`src/hw/rtl/debug_break_match_unit_macros.svh`:
```
// ---------------------------------------------------------------------------
// Debug break match unit assertion macros
// Concurrent assertion shorthands on clk_i and rst_ni, empty for synthesis.
// ---------------------------------------------------------------------------
`ifndef DEBUG_BREAK_MATCH_UNIT_MACROS_SVH
`define DEBUG_BREAK_MATCH_UNIT_MACROS_SVH

`ifndef SYNTHESIS
`define DBM_ASSERT_NOW(label, ante, cons, msg) \
  label: assert property (@(posedge clk_i) disable iff (!rst_ni) (ante) |-> (cons)) \
    else $error(msg);
`define DBM_ASSERT_NEXT(label, ante, cons, msg) \
  label: assert property (@(posedge clk_i) disable iff (!rst_ni) (ante) |=> (cons)) \
    else $error(msg);
`else
`define DBM_ASSERT_NOW(label, ante, cons, msg)
`define DBM_ASSERT_NEXT(label, ante, cons, msg)
`endif

`endif

```
`src/hw/rtl/dbm_pkg.sv`:
```
// ---------------------------------------------------------------------------
// Debug break match package
// Request codes, payload types and the beat that walks the cell chains.
// ---------------------------------------------------------------------------
package dbm_pkg;

  localparam int unsigned REQ_W    = 3;
  localparam int unsigned REG_ID_W = 4;
  localparam int unsigned ADDR_W   = 16;
  localparam int unsigned VAL_W    = 16;

  typedef enum logic [REQ_W-1:0] {
    REQ_REG_WR  = 3'd0,
    REQ_MEM_WR  = 3'd1,
    REQ_POLL    = 3'd2,
    REQ_ADD_REG = 3'd3,
    REQ_DEL_REG = 3'd4,
    REQ_ADD_MEM = 3'd5,
    REQ_DEL_MEM = 3'd6,
    REQ_CLEAR   = 3'd7
  } req_e;

  // Operation carried by a beat through a chain of entry cells.
  typedef enum logic [2:0] {
    OP_NOP,
    OP_HIT,
    OP_PROBE,
    OP_PUT_MATCH,
    OP_PUT_FREE,
    OP_DROP_KV,
    OP_DROP_K,
    OP_WIPE
  } cell_op_e;

  typedef struct packed {
    req_e                  req_type;
    logic [REG_ID_W-1:0]   reg_id;
    logic [ADDR_W-1:0]     address;
    logic [VAL_W-1:0]      value;
    logic                  match_any;
  } req_t;

  typedef struct packed {
    logic break_seen;
    logic status;
  } rsp_t;

  typedef struct packed {
    logic              valid;
    cell_op_e          op;
    logic [ADDR_W-1:0] key;
    logic [VAL_W-1:0]  value;
    logic              any;
    logic              hit;
    logic              claimed;
  } beat_t;

endpackage

```
`src/hw/rtl/dbm_if.sv`:
```
// ---------------------------------------------------------------------------
// Debug break match stream interfaces
// Valid/ready channels for requests and responses.
// ---------------------------------------------------------------------------
interface dbm_req_if;
  import dbm_pkg::*;

  logic valid;
  logic ready;
  req_t data;

  modport source (output valid, output data, input ready);
  modport sink (input valid, input data, output ready);
endinterface

interface dbm_rsp_if;
  import dbm_pkg::*;

  logic valid;
  logic ready;
  rsp_t data;

  modport source (output valid, output data, input ready);
  modport sink (input valid, input data, output ready);
endinterface

```
`src/hw/rtl/debug_break_match_unit.sv`:
```
// ---------------------------------------------------------------------------
// Debug break match unit
// Register breakpoints and memory watchpoints with a sticky break flag.
// ---------------------------------------------------------------------------
// Requests arrive on req_i and each gives exactly one response on rsp_o, both
// valid/ready channels; a beat moves when valid and ready are high together.
// Breakpoints sit in two rows of entry cells, one per store. A request is
// turned into a beat that walks each row one cell per cycle; the response is
// registered once both rows have been walked, and the next request is taken
// only once that response is registered. A memory add walks the watchpoint
// row twice, first to find an entry at the same address and then to write.
// One request is handled at a time; req_i.ready is high only while the unit
// is idle.
// The response sits in an output register, so a new request is taken while an
// earlier response waits; a stalled receiver holds the next response back
// until the register frees, and the unit then stops taking requests.
// Reset empties both stores, clears the break flag and drops any response.
// ---------------------------------------------------------------------------
`include "debug_break_match_unit_macros.svh"

module debug_break_match_unit #(
  parameter int unsigned REG_BREAK_SLOTS = 16,
  parameter int unsigned MEM_BREAK_SLOTS = 8,
  parameter int unsigned REG_COUNT       = 16
) (
  input  logic          clk_i,
  input  logic          rst_ni,
  dbm_req_if.sink       req_i,
  dbm_rsp_if.source     rsp_o
);
  import dbm_pkg::*;

  typedef enum logic {
    ST_IDLE,
    ST_RUN
  } state_e;

  state_e state_q, state_d;
  req_t   req_q, req_d;
  beat_t  rlaunch_q, rlaunch_d;
  beat_t  mlaunch_q, mlaunch_d;
  logic   rdone_q, rdone_d, mdone_q, mdone_d;
  logic   rhit_q, rhit_d, mhit_q, mhit_d;
  logic   rclaim_q, rclaim_d, mclaim_q, mclaim_d;
  logic   phase_q, phase_d;
  logic   pending_q, pending_d;
  logic   out_valid_q, out_valid_d;
  rsp_t   rsp_q, rsp_d;

  beat_t  reg_beat [REG_BREAK_SLOTS+1];
  beat_t  mem_beat [MEM_BREAK_SLOTS+1];
  beat_t  reg_end, mem_end;

  logic   req_fire;
  logic   reg_ok;
  logic   finish;
  logic   seen_now;
  logic   add_req;
  logic   poll_req;

  assign reg_beat[0] = rlaunch_q;
  assign mem_beat[0] = mlaunch_q;
  assign reg_end     = reg_beat[REG_BREAK_SLOTS];
  assign mem_end     = mem_beat[MEM_BREAK_SLOTS];

  for (genvar i = 0; i < REG_BREAK_SLOTS; i++) begin : g_reg_cell
    dbm_cell #(.KEY_W(REG_ID_W)) u_cell (
      .clk_i (clk_i),
      .rst_ni(rst_ni),
      .beat_i(reg_beat[i]),
      .beat_o(reg_beat[i+1])
    );
  end

  for (genvar i = 0; i < MEM_BREAK_SLOTS; i++) begin : g_mem_cell
    dbm_cell #(.KEY_W(ADDR_W)) u_cell (
      .clk_i (clk_i),
      .rst_ni(rst_ni),
      .beat_i(mem_beat[i]),
      .beat_o(mem_beat[i+1])
    );
  end

  assign req_i.ready = (state_q == ST_IDLE);
  assign req_fire    = req_i.valid && req_i.ready;
  assign reg_ok      = int'(req_i.data.reg_id) < int'(REG_COUNT);
  assign finish      = (state_q == ST_RUN) && rdone_q && mdone_q &&
                       (!out_valid_q || rsp_o.ready);
  assign seen_now    = pending_q | rhit_q | mhit_q;
  assign add_req     = (req_q.req_type == REQ_ADD_REG) || (req_q.req_type == REQ_ADD_MEM);
  assign poll_req    = (req_q.req_type == REQ_POLL);

  always_comb begin
    state_d     = state_q;
    req_d       = req_q;
    rlaunch_d   = '0;
    mlaunch_d   = '0;
    rdone_d     = rdone_q;
    mdone_d     = mdone_q;
    rhit_d      = rhit_q;
    mhit_d      = mhit_q;
    rclaim_d    = rclaim_q;
    mclaim_d    = mclaim_q;
    phase_d     = phase_q;
    pending_d   = pending_q;
    out_valid_d = out_valid_q;
    rsp_d       = rsp_q;

    if (rsp_o.valid && rsp_o.ready) out_valid_d = 1'b0;

    unique case (state_q)
      ST_IDLE: begin
        if (req_fire) begin
          req_d   = req_i.data;
          rdone_d = 1'b0;
          mdone_d = 1'b0;
          phase_d = 1'b0;
          state_d = ST_RUN;

          // Only a free-slot search starts unclaimed, so a full row shows up
          // as a beat that leaves the row still unclaimed.
          rlaunch_d.valid   = 1'b1;
          rlaunch_d.key     = ADDR_W'(req_i.data.reg_id);
          rlaunch_d.value   = req_i.data.value;
          rlaunch_d.claimed = 1'b1;
          case (req_i.data.req_type)
            REQ_REG_WR: rlaunch_d.op = reg_ok ? OP_HIT : OP_NOP;
            REQ_ADD_REG: begin
              rlaunch_d.op      = reg_ok ? OP_PUT_FREE : OP_NOP;
              rlaunch_d.claimed = !reg_ok;
            end
            REQ_DEL_REG: rlaunch_d.op = OP_DROP_KV;
            REQ_CLEAR:   rlaunch_d.op = OP_WIPE;
            default:     rlaunch_d.op = OP_NOP;
          endcase

          mlaunch_d.valid   = 1'b1;
          mlaunch_d.key     = req_i.data.address;
          mlaunch_d.value   = req_i.data.value;
          mlaunch_d.any     = req_i.data.match_any;
          mlaunch_d.claimed = 1'b1;
          case (req_i.data.req_type)
            REQ_MEM_WR:  mlaunch_d.op = OP_HIT;
            REQ_ADD_MEM: mlaunch_d.op = OP_PROBE;
            REQ_DEL_MEM: mlaunch_d.op = OP_DROP_K;
            REQ_CLEAR:   mlaunch_d.op = OP_WIPE;
            default:     mlaunch_d.op = OP_NOP;
          endcase
        end
      end
      ST_RUN: begin
        if (reg_end.valid) begin
          rdone_d  = 1'b1;
          rhit_d   = reg_end.hit;
          rclaim_d = reg_end.claimed;
        end
        if (mem_end.valid) begin
          if (!phase_q && (req_q.req_type == REQ_ADD_MEM)) begin
            // Second walk: overwrite the entry at this address if the probe
            // found one, otherwise take the lowest free slot.
            phase_d           = 1'b1;
            mlaunch_d.valid   = 1'b1;
            mlaunch_d.op      = mem_end.hit ? OP_PUT_MATCH : OP_PUT_FREE;
            mlaunch_d.key     = req_q.address;
            mlaunch_d.value   = req_q.value;
            mlaunch_d.any     = req_q.match_any;
            mlaunch_d.claimed = mem_end.hit;
          end else begin
            mdone_d  = 1'b1;
            mhit_d   = mem_end.hit;
            mclaim_d = mem_end.claimed;
          end
        end
        if (finish) begin
          out_valid_d      = 1'b1;
          rsp_d.status     = !(rclaim_q && mclaim_q);
          if (req_q.req_type == REQ_POLL) begin
            rsp_d.break_seen = pending_q;
            pending_d        = 1'b0;
          end else begin
            rsp_d.break_seen = seen_now;
            pending_d        = seen_now;
          end
          state_d = ST_IDLE;
        end
      end
      default: state_d = ST_IDLE;
    endcase
  end

  always_ff @(posedge clk_i or negedge rst_ni) begin
    if (!rst_ni) begin
      state_q     <= ST_IDLE;
      req_q       <= '0;
      rlaunch_q   <= '0;
      mlaunch_q   <= '0;
      rdone_q     <= 1'b0;
      mdone_q     <= 1'b0;
      rhit_q      <= 1'b0;
      mhit_q      <= 1'b0;
      rclaim_q    <= 1'b0;
      mclaim_q    <= 1'b0;
      phase_q     <= 1'b0;
      pending_q   <= 1'b0;
      out_valid_q <= 1'b0;
      rsp_q       <= '0;
    end else begin
      state_q     <= state_d;
      req_q       <= req_d;
      rlaunch_q   <= rlaunch_d;
      mlaunch_q   <= mlaunch_d;
      rdone_q     <= rdone_d;
      mdone_q     <= mdone_d;
      rhit_q      <= rhit_d;
      mhit_q      <= mhit_d;
      rclaim_q    <= rclaim_d;
      mclaim_q    <= mclaim_d;
      phase_q     <= phase_d;
      pending_q   <= pending_d;
      out_valid_q <= out_valid_d;
      rsp_q       <= rsp_d;
    end
  end

  assign rsp_o.valid = out_valid_q;
  assign rsp_o.data  = rsp_q;

  `DBM_ASSERT_NOW(a_reg_end, reg_end.valid, (state_q == ST_RUN) && !rdone_q, "stray reg beat")
  `DBM_ASSERT_NOW(a_mem_end, mem_end.valid, (state_q == ST_RUN) && !mdone_q, "stray mem beat")
  `DBM_ASSERT_NOW(a_drop_add, finish && !(rclaim_q && mclaim_q), add_req, "drop without add")
  `DBM_ASSERT_NEXT(a_poll_clr, finish && poll_req, !pending_q && rsp_o.valid, "poll kept flag")

endmodule

```
`src/hw/rtl/dbm_cell.sv`:
```
// ---------------------------------------------------------------------------
// Debug break match entry cell
// Holds one breakpoint entry, acts on the passing beat and forwards it.
// ---------------------------------------------------------------------------
module dbm_cell #(
  parameter int unsigned KEY_W = 16
) (
  input  logic           clk_i,
  input  logic           rst_ni,
  input  dbm_pkg::beat_t beat_i,
  output dbm_pkg::beat_t beat_o
);
  import dbm_pkg::*;

  logic             valid_q, valid_d;
  logic [KEY_W-1:0] key_q, key_d;
  logic [VAL_W-1:0] val_q, val_d;
  logic             any_q, any_d;
  beat_t            beat_q, beat_d;
  logic             key_hit;
  logic             val_hit;
  logic             do_put;

  assign key_hit = valid_q && (key_q == beat_i.key[KEY_W-1:0]);
  assign val_hit = (val_q == beat_i.value);

  always_comb begin
    valid_d = valid_q;
    beat_d  = beat_i;
    do_put  = 1'b0;
    if (beat_i.valid) begin
      case (beat_i.op)
        OP_HIT:       beat_d.hit = beat_i.hit | (key_hit & (any_q | val_hit));
        OP_PROBE:     beat_d.hit = beat_i.hit | key_hit;
        OP_PUT_MATCH: do_put = key_hit;
        OP_PUT_FREE: begin
          // The first free cell along the chain takes the entry.
          do_put         = !valid_q && !beat_i.claimed;
          beat_d.claimed = beat_i.claimed | !valid_q;
        end
        OP_DROP_KV: begin
          if (key_hit && val_hit) valid_d = 1'b0;
        end
        OP_DROP_K: begin
          if (key_hit) valid_d = 1'b0;
        end
        OP_WIPE:      valid_d = 1'b0;
        default:      ;
      endcase
    end
    if (do_put) valid_d = 1'b1;
    key_d = do_put ? beat_i.key[KEY_W-1:0] : key_q;
    val_d = do_put ? (beat_i.any ? '0 : beat_i.value) : val_q;
    any_d = do_put ? beat_i.any : any_q;
  end

  always_ff @(posedge clk_i or negedge rst_ni) begin
    if (!rst_ni) begin
      valid_q <= 1'b0;
      beat_q  <= '0;
    end else begin
      valid_q <= valid_d;
      beat_q  <= beat_d;
    end
  end

  always_ff @(posedge clk_i) begin
    key_q <= key_d;
    val_q <= val_d;
    any_q <= any_d;
  end

  assign beat_o = beat_q;

endmodule
```
`src/flat_wrapper.sv`:
```
// flat-port wrapper written by rule: the top's interface ports become plain ports
module debug_break_match_unit_flat import dbm_pkg::*;
#(
  parameter int unsigned REG_BREAK_SLOTS = 16,
  parameter int unsigned MEM_BREAK_SLOTS = 8,
  parameter int unsigned REG_COUNT       = 16
)
  (clk_i, rst_ni, req_i_valid, req_i_data, req_i_ready, rsp_o_valid, rsp_o_data, rsp_o_ready);
  dbm_req_if req_i_i ();
  dbm_rsp_if rsp_o_i ();
  input  logic clk_i;
  input  logic rst_ni;
  input wire logic [$bits(req_i_i.valid)-1:0] req_i_valid;
  input wire logic [$bits(req_i_i.data)-1:0] req_i_data;
  output wire logic [$bits(req_i_i.ready)-1:0] req_i_ready;
  output wire logic [$bits(rsp_o_i.valid)-1:0] rsp_o_valid;
  output wire logic [$bits(rsp_o_i.data)-1:0] rsp_o_data;
  input wire logic [$bits(rsp_o_i.ready)-1:0] rsp_o_ready;
  assign req_i_i.valid = req_i_valid;
  assign req_i_i.data = req_i_data;
  assign req_i_ready = req_i_i.ready;
  assign rsp_o_valid = rsp_o_i.valid;
  assign rsp_o_data = rsp_o_i.data;
  assign rsp_o_i.ready = rsp_o_ready;
  debug_break_match_unit #(.REG_BREAK_SLOTS(REG_BREAK_SLOTS), .MEM_BREAK_SLOTS(MEM_BREAK_SLOTS), .REG_COUNT(REG_COUNT)) u_core (.clk_i(clk_i), .rst_ni(rst_ni), .req_i(req_i_i), .rsp_o(rsp_o_i));
endmodule
```
`config.mk`:
```
export PLATFORM = sky130hd
export DESIGN_NAME = debug_break_match_unit_flat
export DESIGN_NICKNAME = d
export VERILOG_FILES = /design/src/hw/rtl/dbm_pkg.sv /design/src/hw/rtl/dbm_if.sv /design/src/hw/rtl/debug_break_match_unit.sv /design/src/hw/rtl/dbm_cell.sv /design/src/flat_wrapper.sv
export VERILOG_INCLUDE_DIRS = /design/src /design/src/hw/rtl
export SDC_FILE = /design/constraint.sdc
export NUM_CORES = 2
export LEC_CHECK = 0
export BUFFER_PORTS_ARGS = -buffer_cell sky130_fd_sc_hd__buf_2
export CORE_ASPECT_RATIO = 0.8
export CORE_MARGIN = 2
export CORE_UTILIZATION = 44
export DETAILED_ROUTE_END_ITERATION = 10
export HOLD_SLACK_MARGIN = 0.12
export PLACE_DENSITY = 0.63
export SLEW_MARGIN = 40
export SYNTH_ARGS = -nofsm -noshare
export SYNTH_HDL_FRONTEND = slang
export SYNTH_SLANG_ARGS = --single-unit
```
`constraint.sdc`:
```
create_clock -name clk_i -period 4.5 [get_ports clk_i]
set_input_delay 0.45 -clock clk_i [delete_from_list [all_inputs] [get_ports clk_i]]
set_output_delay 0.45 -clock clk_i [all_outputs]
set_load 0.03 [all_outputs]
```
# Word level (Yosys, flattened, before mapping)
# Index checks and enable logic that the tools add are counted.
dict set report totals {
  memories 0
  mem_bits_ro 0
  ff_bits 1388
  input_bits 44
  ramBits 0
  latch_bits 0
  output_inout_bits 4
}
dict set report op_classes {
  div 0
  reduce_logical 211
  add_sub_neg 0
  magnitude_cmp 0
  n_eq_ne 277
  n_mux 272
  n_bitwise 104
  multipliers 0
  shift 0
}
# op n
set op_table {}
lappend op_table {{16-bit equality test} 32}
lappend op_table {{3-bit equality test, second input constant} 101}
lappend op_table {{1-bit two-way mux} 162}
lappend op_table {{3-bit by 2-bit equality test with 1-bit output, second input constant} 50}
lappend op_table {{3-bit != test, second input constant} 48}
lappend op_table {{37-bit two-way mux} 3}
lappend op_table {{1-bit one-hot mux with 2 select lines} 53}
lappend op_table {{4-bit AND reduction} 24}
lappend op_table {{4-bit nonzero test} 24}
lappend op_table {{1-bit logical AND} 79}
lappend op_table {{1-bit OR} 78}
lappend op_table {{3-bit by 1-bit equality test with 1-bit output, second input constant} 25}
lappend op_table {{37-bit one-hot mux with 2 select lines} 1}
lappend op_table {{36-bit two-way mux} 2}
lappend op_table {{1-bit one-hot mux with 3 select lines} 24}
lappend op_table {{4-bit equality test} 16}
lappend op_table {{1-bit logical NOT} 51}
lappend op_table {{2-bit two-way mux} 24}
lappend op_table {{2-bit nonzero test} 24}
lappend op_table {{1-bit bitwise AND} 24}
lappend op_table {{3-bit one-hot mux with 4 select lines} 2}
lappend op_table {{2-bit != test, second input constant} 5}
lappend op_table {{3-bit AND reduction} 3}
lappend op_table {{2-bit AND reduction} 4}
lappend op_table {{other kinds (4)} 5}

# Logic depth before layout (Yosys ltp)
dict set report depth {
  ltp_word 7
  mapped_depth 7
  mapped_depth_nobuf 5
}

# Hierarchy
# Synthesis repeated with hierarchy kept, for this count alone.
dict set report unflattened {
  hier_cells 3479
  area_unflattened_um2 57545.2
}
# module area_per_inst_um2 instances cells_per_inst
set by_module_without_submodules {}
lappend by_module_without_submodules {{dbm_cell (u_core.g_reg_cell[0].u_cell ...)} 2057.0 16 120}
lappend by_module_without_submodules {{dbm_cell (u_core.g_mem_cell[0].u_cell ...)} 2585.0 8 155}
lappend by_module_without_submodules {debug_break_match_unit 3953.8 1 319}

# Worst setup path after synthesis
# Ideal clock, no wire load.
dict set report synth_timing {
  path_kind {register -> register}
  start {register u_core.mlaunch_q, in the netlist u_core.mem_beat[333]}
  end {register u_core.g_mem_cell[0].u_cell.any_q, enable pin}
  stages_incl_launch_ff 5
  path_slack_ps 632
  arrival_ps 3397
  setup_ps 471
  cell_sequence {dfrtp_1 > xor2_1 > nor4_1 > nand3_1 > o21ai_0}
}
dict set report synth_between {
  elab_chain_cells 4
}
# element line_no
set synth_lines {}
lappend synth_lines {{from (decl)} debug_break_match_unit.sv:41} ;# beat_t mlaunch_q, mlaunch_d;
lappend synth_lines {{from (signal assigned)} debug_break_match_unit.sv:211} ;# mlaunch_q <= mlaunch_d;
lappend synth_lines {{16-bit equality test} dbm_cell.sv:24} ;# assign key_hit = valid_q && (key_q == beat_i.key[KEY_W-1:0]);
lappend synth_lines {{1-bit logical AND} dbm_cell.sv:24}
lappend synth_lines {{1-bit one-hot mux with 2 select lines} dbm_cell.sv:32} ;# case (beat_i.op)
lappend synth_lines {{1-bit two-way mux} dbm_cell.sv:31} ;# if (beat_i.valid) begin
lappend synth_lines {{net u_core.g_mem_cell[0].u_cell.do_put} dbm_cell.sv:22} ;# logic do_put;
lappend synth_lines {{to (signal assigned)} dbm_cell.sv:70} ;# any_q <= any_d;
lappend synth_lines {{to (decl)} dbm_cell.sv:18} ;# logic any_q, any_d;
# The timed path passes the listed nets, and every way through them passes these cells.
# A chain may end at the register's enable or synchronous reset.

# Final worst setup path
dict set report layout_timing {
  start {register u_core.g_mem_cell[5].u_cell.beat_q, in the netlist u_core.g_mem_cell[5].u_cell.beat_o[20]}
  end {register u_core.g_mem_cell[6].u_cell.val_q[15], enable pin}
}
dict set report layout_between {
  elab_chain_cells 4
}
# element line_no
set layout_lines {}
lappend layout_lines {{from (decl)} dbm_cell.sv:19} ;# beat_t beat_q, beat_d;
lappend layout_lines {{from (signal assigned)} dbm_cell.sv:63} ;# beat_q <= beat_d;
lappend layout_lines {{16-bit equality test} dbm_cell.sv:24}
lappend layout_lines {{1-bit logical AND} dbm_cell.sv:24}
lappend layout_lines {{1-bit one-hot mux with 2 select lines} dbm_cell.sv:32}
lappend layout_lines {{1-bit two-way mux} dbm_cell.sv:31}
lappend layout_lines {{net u_core.g_mem_cell[6].u_cell.do_put} dbm_cell.sv:22}
lappend layout_lines {{to (signal assigned)} dbm_cell.sv:69} ;# val_q <= val_d;
lappend layout_lines {{to (decl)} dbm_cell.sv:17} ;# logic [VAL_W-1:0] val_q, val_d;
# The timed path passes the listed nets, and every way through them passes these cells.

==> results.toml <==
[run_status]
run_status = "finished clean"

[synth]
synth_ff_type = "dfrtp_1"
ys_top_cells_by_area = "dfrtp_1 42%, edfxtp_1 36%, xor2_1 7.8%"
synth_cells = 2939
ys_seq_area_frac = 0.7771
synth_area_per_cell_sq_um = 16.49
yosys.area.top_type = "dfrtp_1"
synth_top_cell_area_share = 0.4152
synth_area_sq_mm = 0.04846
yosysWarnings = 0
async_flop_share = 0.5793
syn_nets = 2987
synth_edf_count = 584
ys_seq_elements = 1388
yosysUniqueCellTypes = 59

[worst_setup_path]
crit_type = "reg2reg"
path_max_fanout = 18
startpoint_type = "flop"
cp.arrival_ps = 3200
critPathRequiredTime_ps = 4880
end_kind = "flop"
r2r_cells = 6

[place]
gp_congestion = 0.7491
hpwl_microns = 51630
pre_cts_ws_ps = 1489
io_buffers = 47

[timing]
finalCriticalPeriod_ps = 2814
max_freq_mhz = 355.3
skew_ps = 27.78
setup_tns_ps = 0
worstMarginPinSlew_ps = 802.5
slew_headroom = 0.4650
finalHoldViolations = 0
maxSlewViolCount = 0
grt_setup_unrepaired = "false"
fin_ws_ps = 1686
finalCritPeriodShare = 0.6254
setup_violations = 0

[grt]
grt_pass1_wl_microns = 126100
grt_pass1_vias = 23391
grt_util_all_layers = 0.1398
grt_start_max_net_pins = 104
antenna_found_initial = 5
grt_overflow = 0

[power_and_ir_drop]
p_per_area_mw_per_mm2 = 515.5
max-vdd-ir-drop_v = 0.0003750
p_leak_nw = 23.85

[finish]
fill_cells = 8726
drive_gt1_frac = 0.1001
syn_to_final_growth_pct = 15.02
fin_nets = 3224

[floorplanning]
core_sq_mm = 0.1088
die_h_microns = 300.8
start_util = 0.4455
row_count = 108
die_w_microns = 375.0
io-pin-count = 48
die-area_sq_mm = 0.1128

[routing]
wl_per_cell_microns = 16.15
drtIter0Drc = 1356
dr_total_vias = 22799
via_per_inst = 4.831
drc_errors = 0
final_antenna_net_count = 0
wl_microns = 76210
drt-pass1-iter-count = 5

[clock_network]
cts_buffers = 134
h-tree-depth = 4
cts_tree = "yes"
path_clk_slew_ps = 60
clkLatencyLatePin_ps = 710
cts_setup_buffers = 0
cts_sinks = 1388
clockBufferDepth = 3
clock-root-buffer = "clkbuf_16"

[run]
timing.max_cap.violations = 0

[hold_path]
hold_path.class = "in2async"
## worst max-delay path, stage by stage (launching register included)
cell and delay (ps):
dfrtp_1 400, xor2_1 170, nor4_1 360, nand2_1 170
or4_1 590, o21ai_4 460, buf_4 340
## report_power, final
| group | internal, mW | switching [mW] |
|---|---|---|
| clock network | 6.34 | 4.54 |
| registers | 14.7 | 1.28 |
| logic | 0.912 | 0.952 |
| total | 22.0 | 6.78 |
## state kept, by name (all words and copies together) (netlist names), 2 cells and up
| name | cells |
|---|---|
| u_core.req_q | 36 |
| u_core.g_mem_cell.u_cell.beat_o | 276 |
| u_core.rsp_o.data | 2 |
| u_core.g_reg_cell.u_cell.valid_q | 16 |
| u_core.g_mem_cell.u_cell.valid_q | 8 |
| u_core.g_mem_cell.u_cell.any_q | 8 |
| u_core.reg_beat | 25 |
| u_core.g_reg_cell.u_cell.val_q | 256 |
| u_core.g_mem_cell.u_cell.key_q | 128 |
| u_core.mem_beat | 38 |
| u_core.g_reg_cell.u_cell.beat_o | 393 |
| u_core.g_mem_cell.u_cell.val_q | 128 |
| u_core.g_reg_cell.u_cell.key_q | 64 |
## worst paths after layout
kind	startpoint	end	slack, ps
min reg2reg	u_core.g_reg_cell[0].u_cell.beat_o[37]$_DFF_PN0_	u_core.g_reg_cell[1].u_cell.beat_o[37]$_DFF_PN0_	390
max in group asynchronous	rst_ni	u_core.g_reg_cell[11].u_cell.beat_o[8]$_DFF_PN0_	2900
max reg2reg	u_core.g_mem_cell[5].u_cell.beat_o[20]$_DFF_PN0_	u_core.g_mem_cell[6].u_cell.val_q[15]$_SDFFCE_PP0P_	1690
max	u_core.g_mem_cell[5].u_cell.beat_o[20]$_DFF_PN0_	u_core.g_mem_cell[6].u_cell.val_q[15]$_SDFFCE_PP0P_	1690
min	rst_ni	u_core.req_q[18]$_DFFE_PN0P_	260
min in group clk_i	u_core.g_reg_cell[0].u_cell.beat_o[37]$_DFF_PN0_	u_core.g_reg_cell[1].u_cell.beat_o[37]$_DFF_PN0_	390
## routing by layer
layer,track usage,part of all wire
met2,0.2136,0.46
met1,0.2012,0.48
met3,0.02804,0.038
met4,0.04896,0.024
met5,0,0
## placed cells by master, fill, tap and decap left out, types with 9 or more instances in the layout
cell type,n
nor4_1,110
clkinv_2,24
nand3_1,68
edfxtp_1,584
nor2_1,17
nand4b_1,11
or2_2,10
or4_1,14
a21o_1,43
o211ai_1,12
nor2b_1,139
dlygate4sd3_1,43
o22ai_4,10
buf_2,46
o21bai_1,14
clkbuf_8,14
nand2_1,168
a41oi_1,9
dfrtp_1,804
nor3_1,46
clkbuf_1,43
nand2b_1,40
xor2_1,430
xnor2_1,146
buf_4,24
nand4_1,41
a31o_2,13
a21oi_1,11
clkbuf_16,140
inv_1,29
o21ai_0,23
and2_1,23
## synthesized netlist by cell type, drive strengths merged (3+ instances only)
master and count:
a21o 43, a21oi 11, a22oi 3, a2bb2oi 3, a311o 4, a31o 13, a31oi 5, a41oi 9
and2 23, and3 8, and3b 3, buf 6, clkbuf 15, dfrtp 804, edfxtp 584, ha 4
inv 30, mux2 5, nand2 168, nand2b 40, nand3 68, nand4 41, nand4b 11, nor2 17
nor2b 140, nor3 46, nor4 113, nor4bb 6, o2111ai 3, o211ai 12, o21ai 30, o21bai 14
o221ai 5, o22a 4, o22ai 13, o2bb2ai 3, o31ai 5, o32ai 3, o41a 6, or2 10
or3 5, or4 14, xnor2 146, xor2 430
## metrics by stage
| stage | utilization | area, sq um | hold slack [ps] | total power [mW] | std cells |
|---|---|---|---|---|---|
| finish | 0.5124 | 55740 | 263.1 | 28.73 | 4719 |
| global placement | 0.4674 | 50840 | 393.2 | 18.02 | 4426 |
| detailed placement | 0.4684 | 50950 | 378.9 | 18.12 | 4427 |
| floorplan | - | 48460 | 154.4 | 17.12 | 2939 |
| global route | 0.5124 | 55740 | 257.1 | 30.08 | 4719 |
| CTS | 0.5122 | 55720 | 221.9 | 29.13 | 4717 |
## cell families (layout without fill, tap and decap cells)
logic type / Yosys count / count (layout) / share of synthesized area
AOI/OAI and AO/OA: 195 / 195 / 0.02974
xor gates and xnor gates: 576 / 576 / 0.1041
adders and majority gates: 4 / 4 / 0.001033
buffers and inverters: 51 / 399 / 0.004054
DFF: 1388 / 1388 / 0.7771
muxes: 5 / 5 / 0.001162
other: 0 / 2 / 0
and+or+nand+nor: 720 / 720 / 0.08283
## layout make-up
type                       count  area [sq um]  share of cell area
tap                         1430          1789             0.03210
clock buffer                 197          3857             0.06921
clock inverter                50         480.5            0.008620
timing repair buffer         122          1023             0.01836
inverter                      30         112.6            0.002020
sequential                  1388         37660              0.6756
antenna                        2         5.005          0.00008979
multi-input combinational   1500         10810              0.1940
## timing repair
| item | 4_1_cts | 5_1_grt |
|---|---|---|
| gates resized for setup | 0 | 0 |
| hold endpoints to repair | 388 | 0 |
| hold buffers | 43 | 0 |
Power figures use the tool's default switching activity.
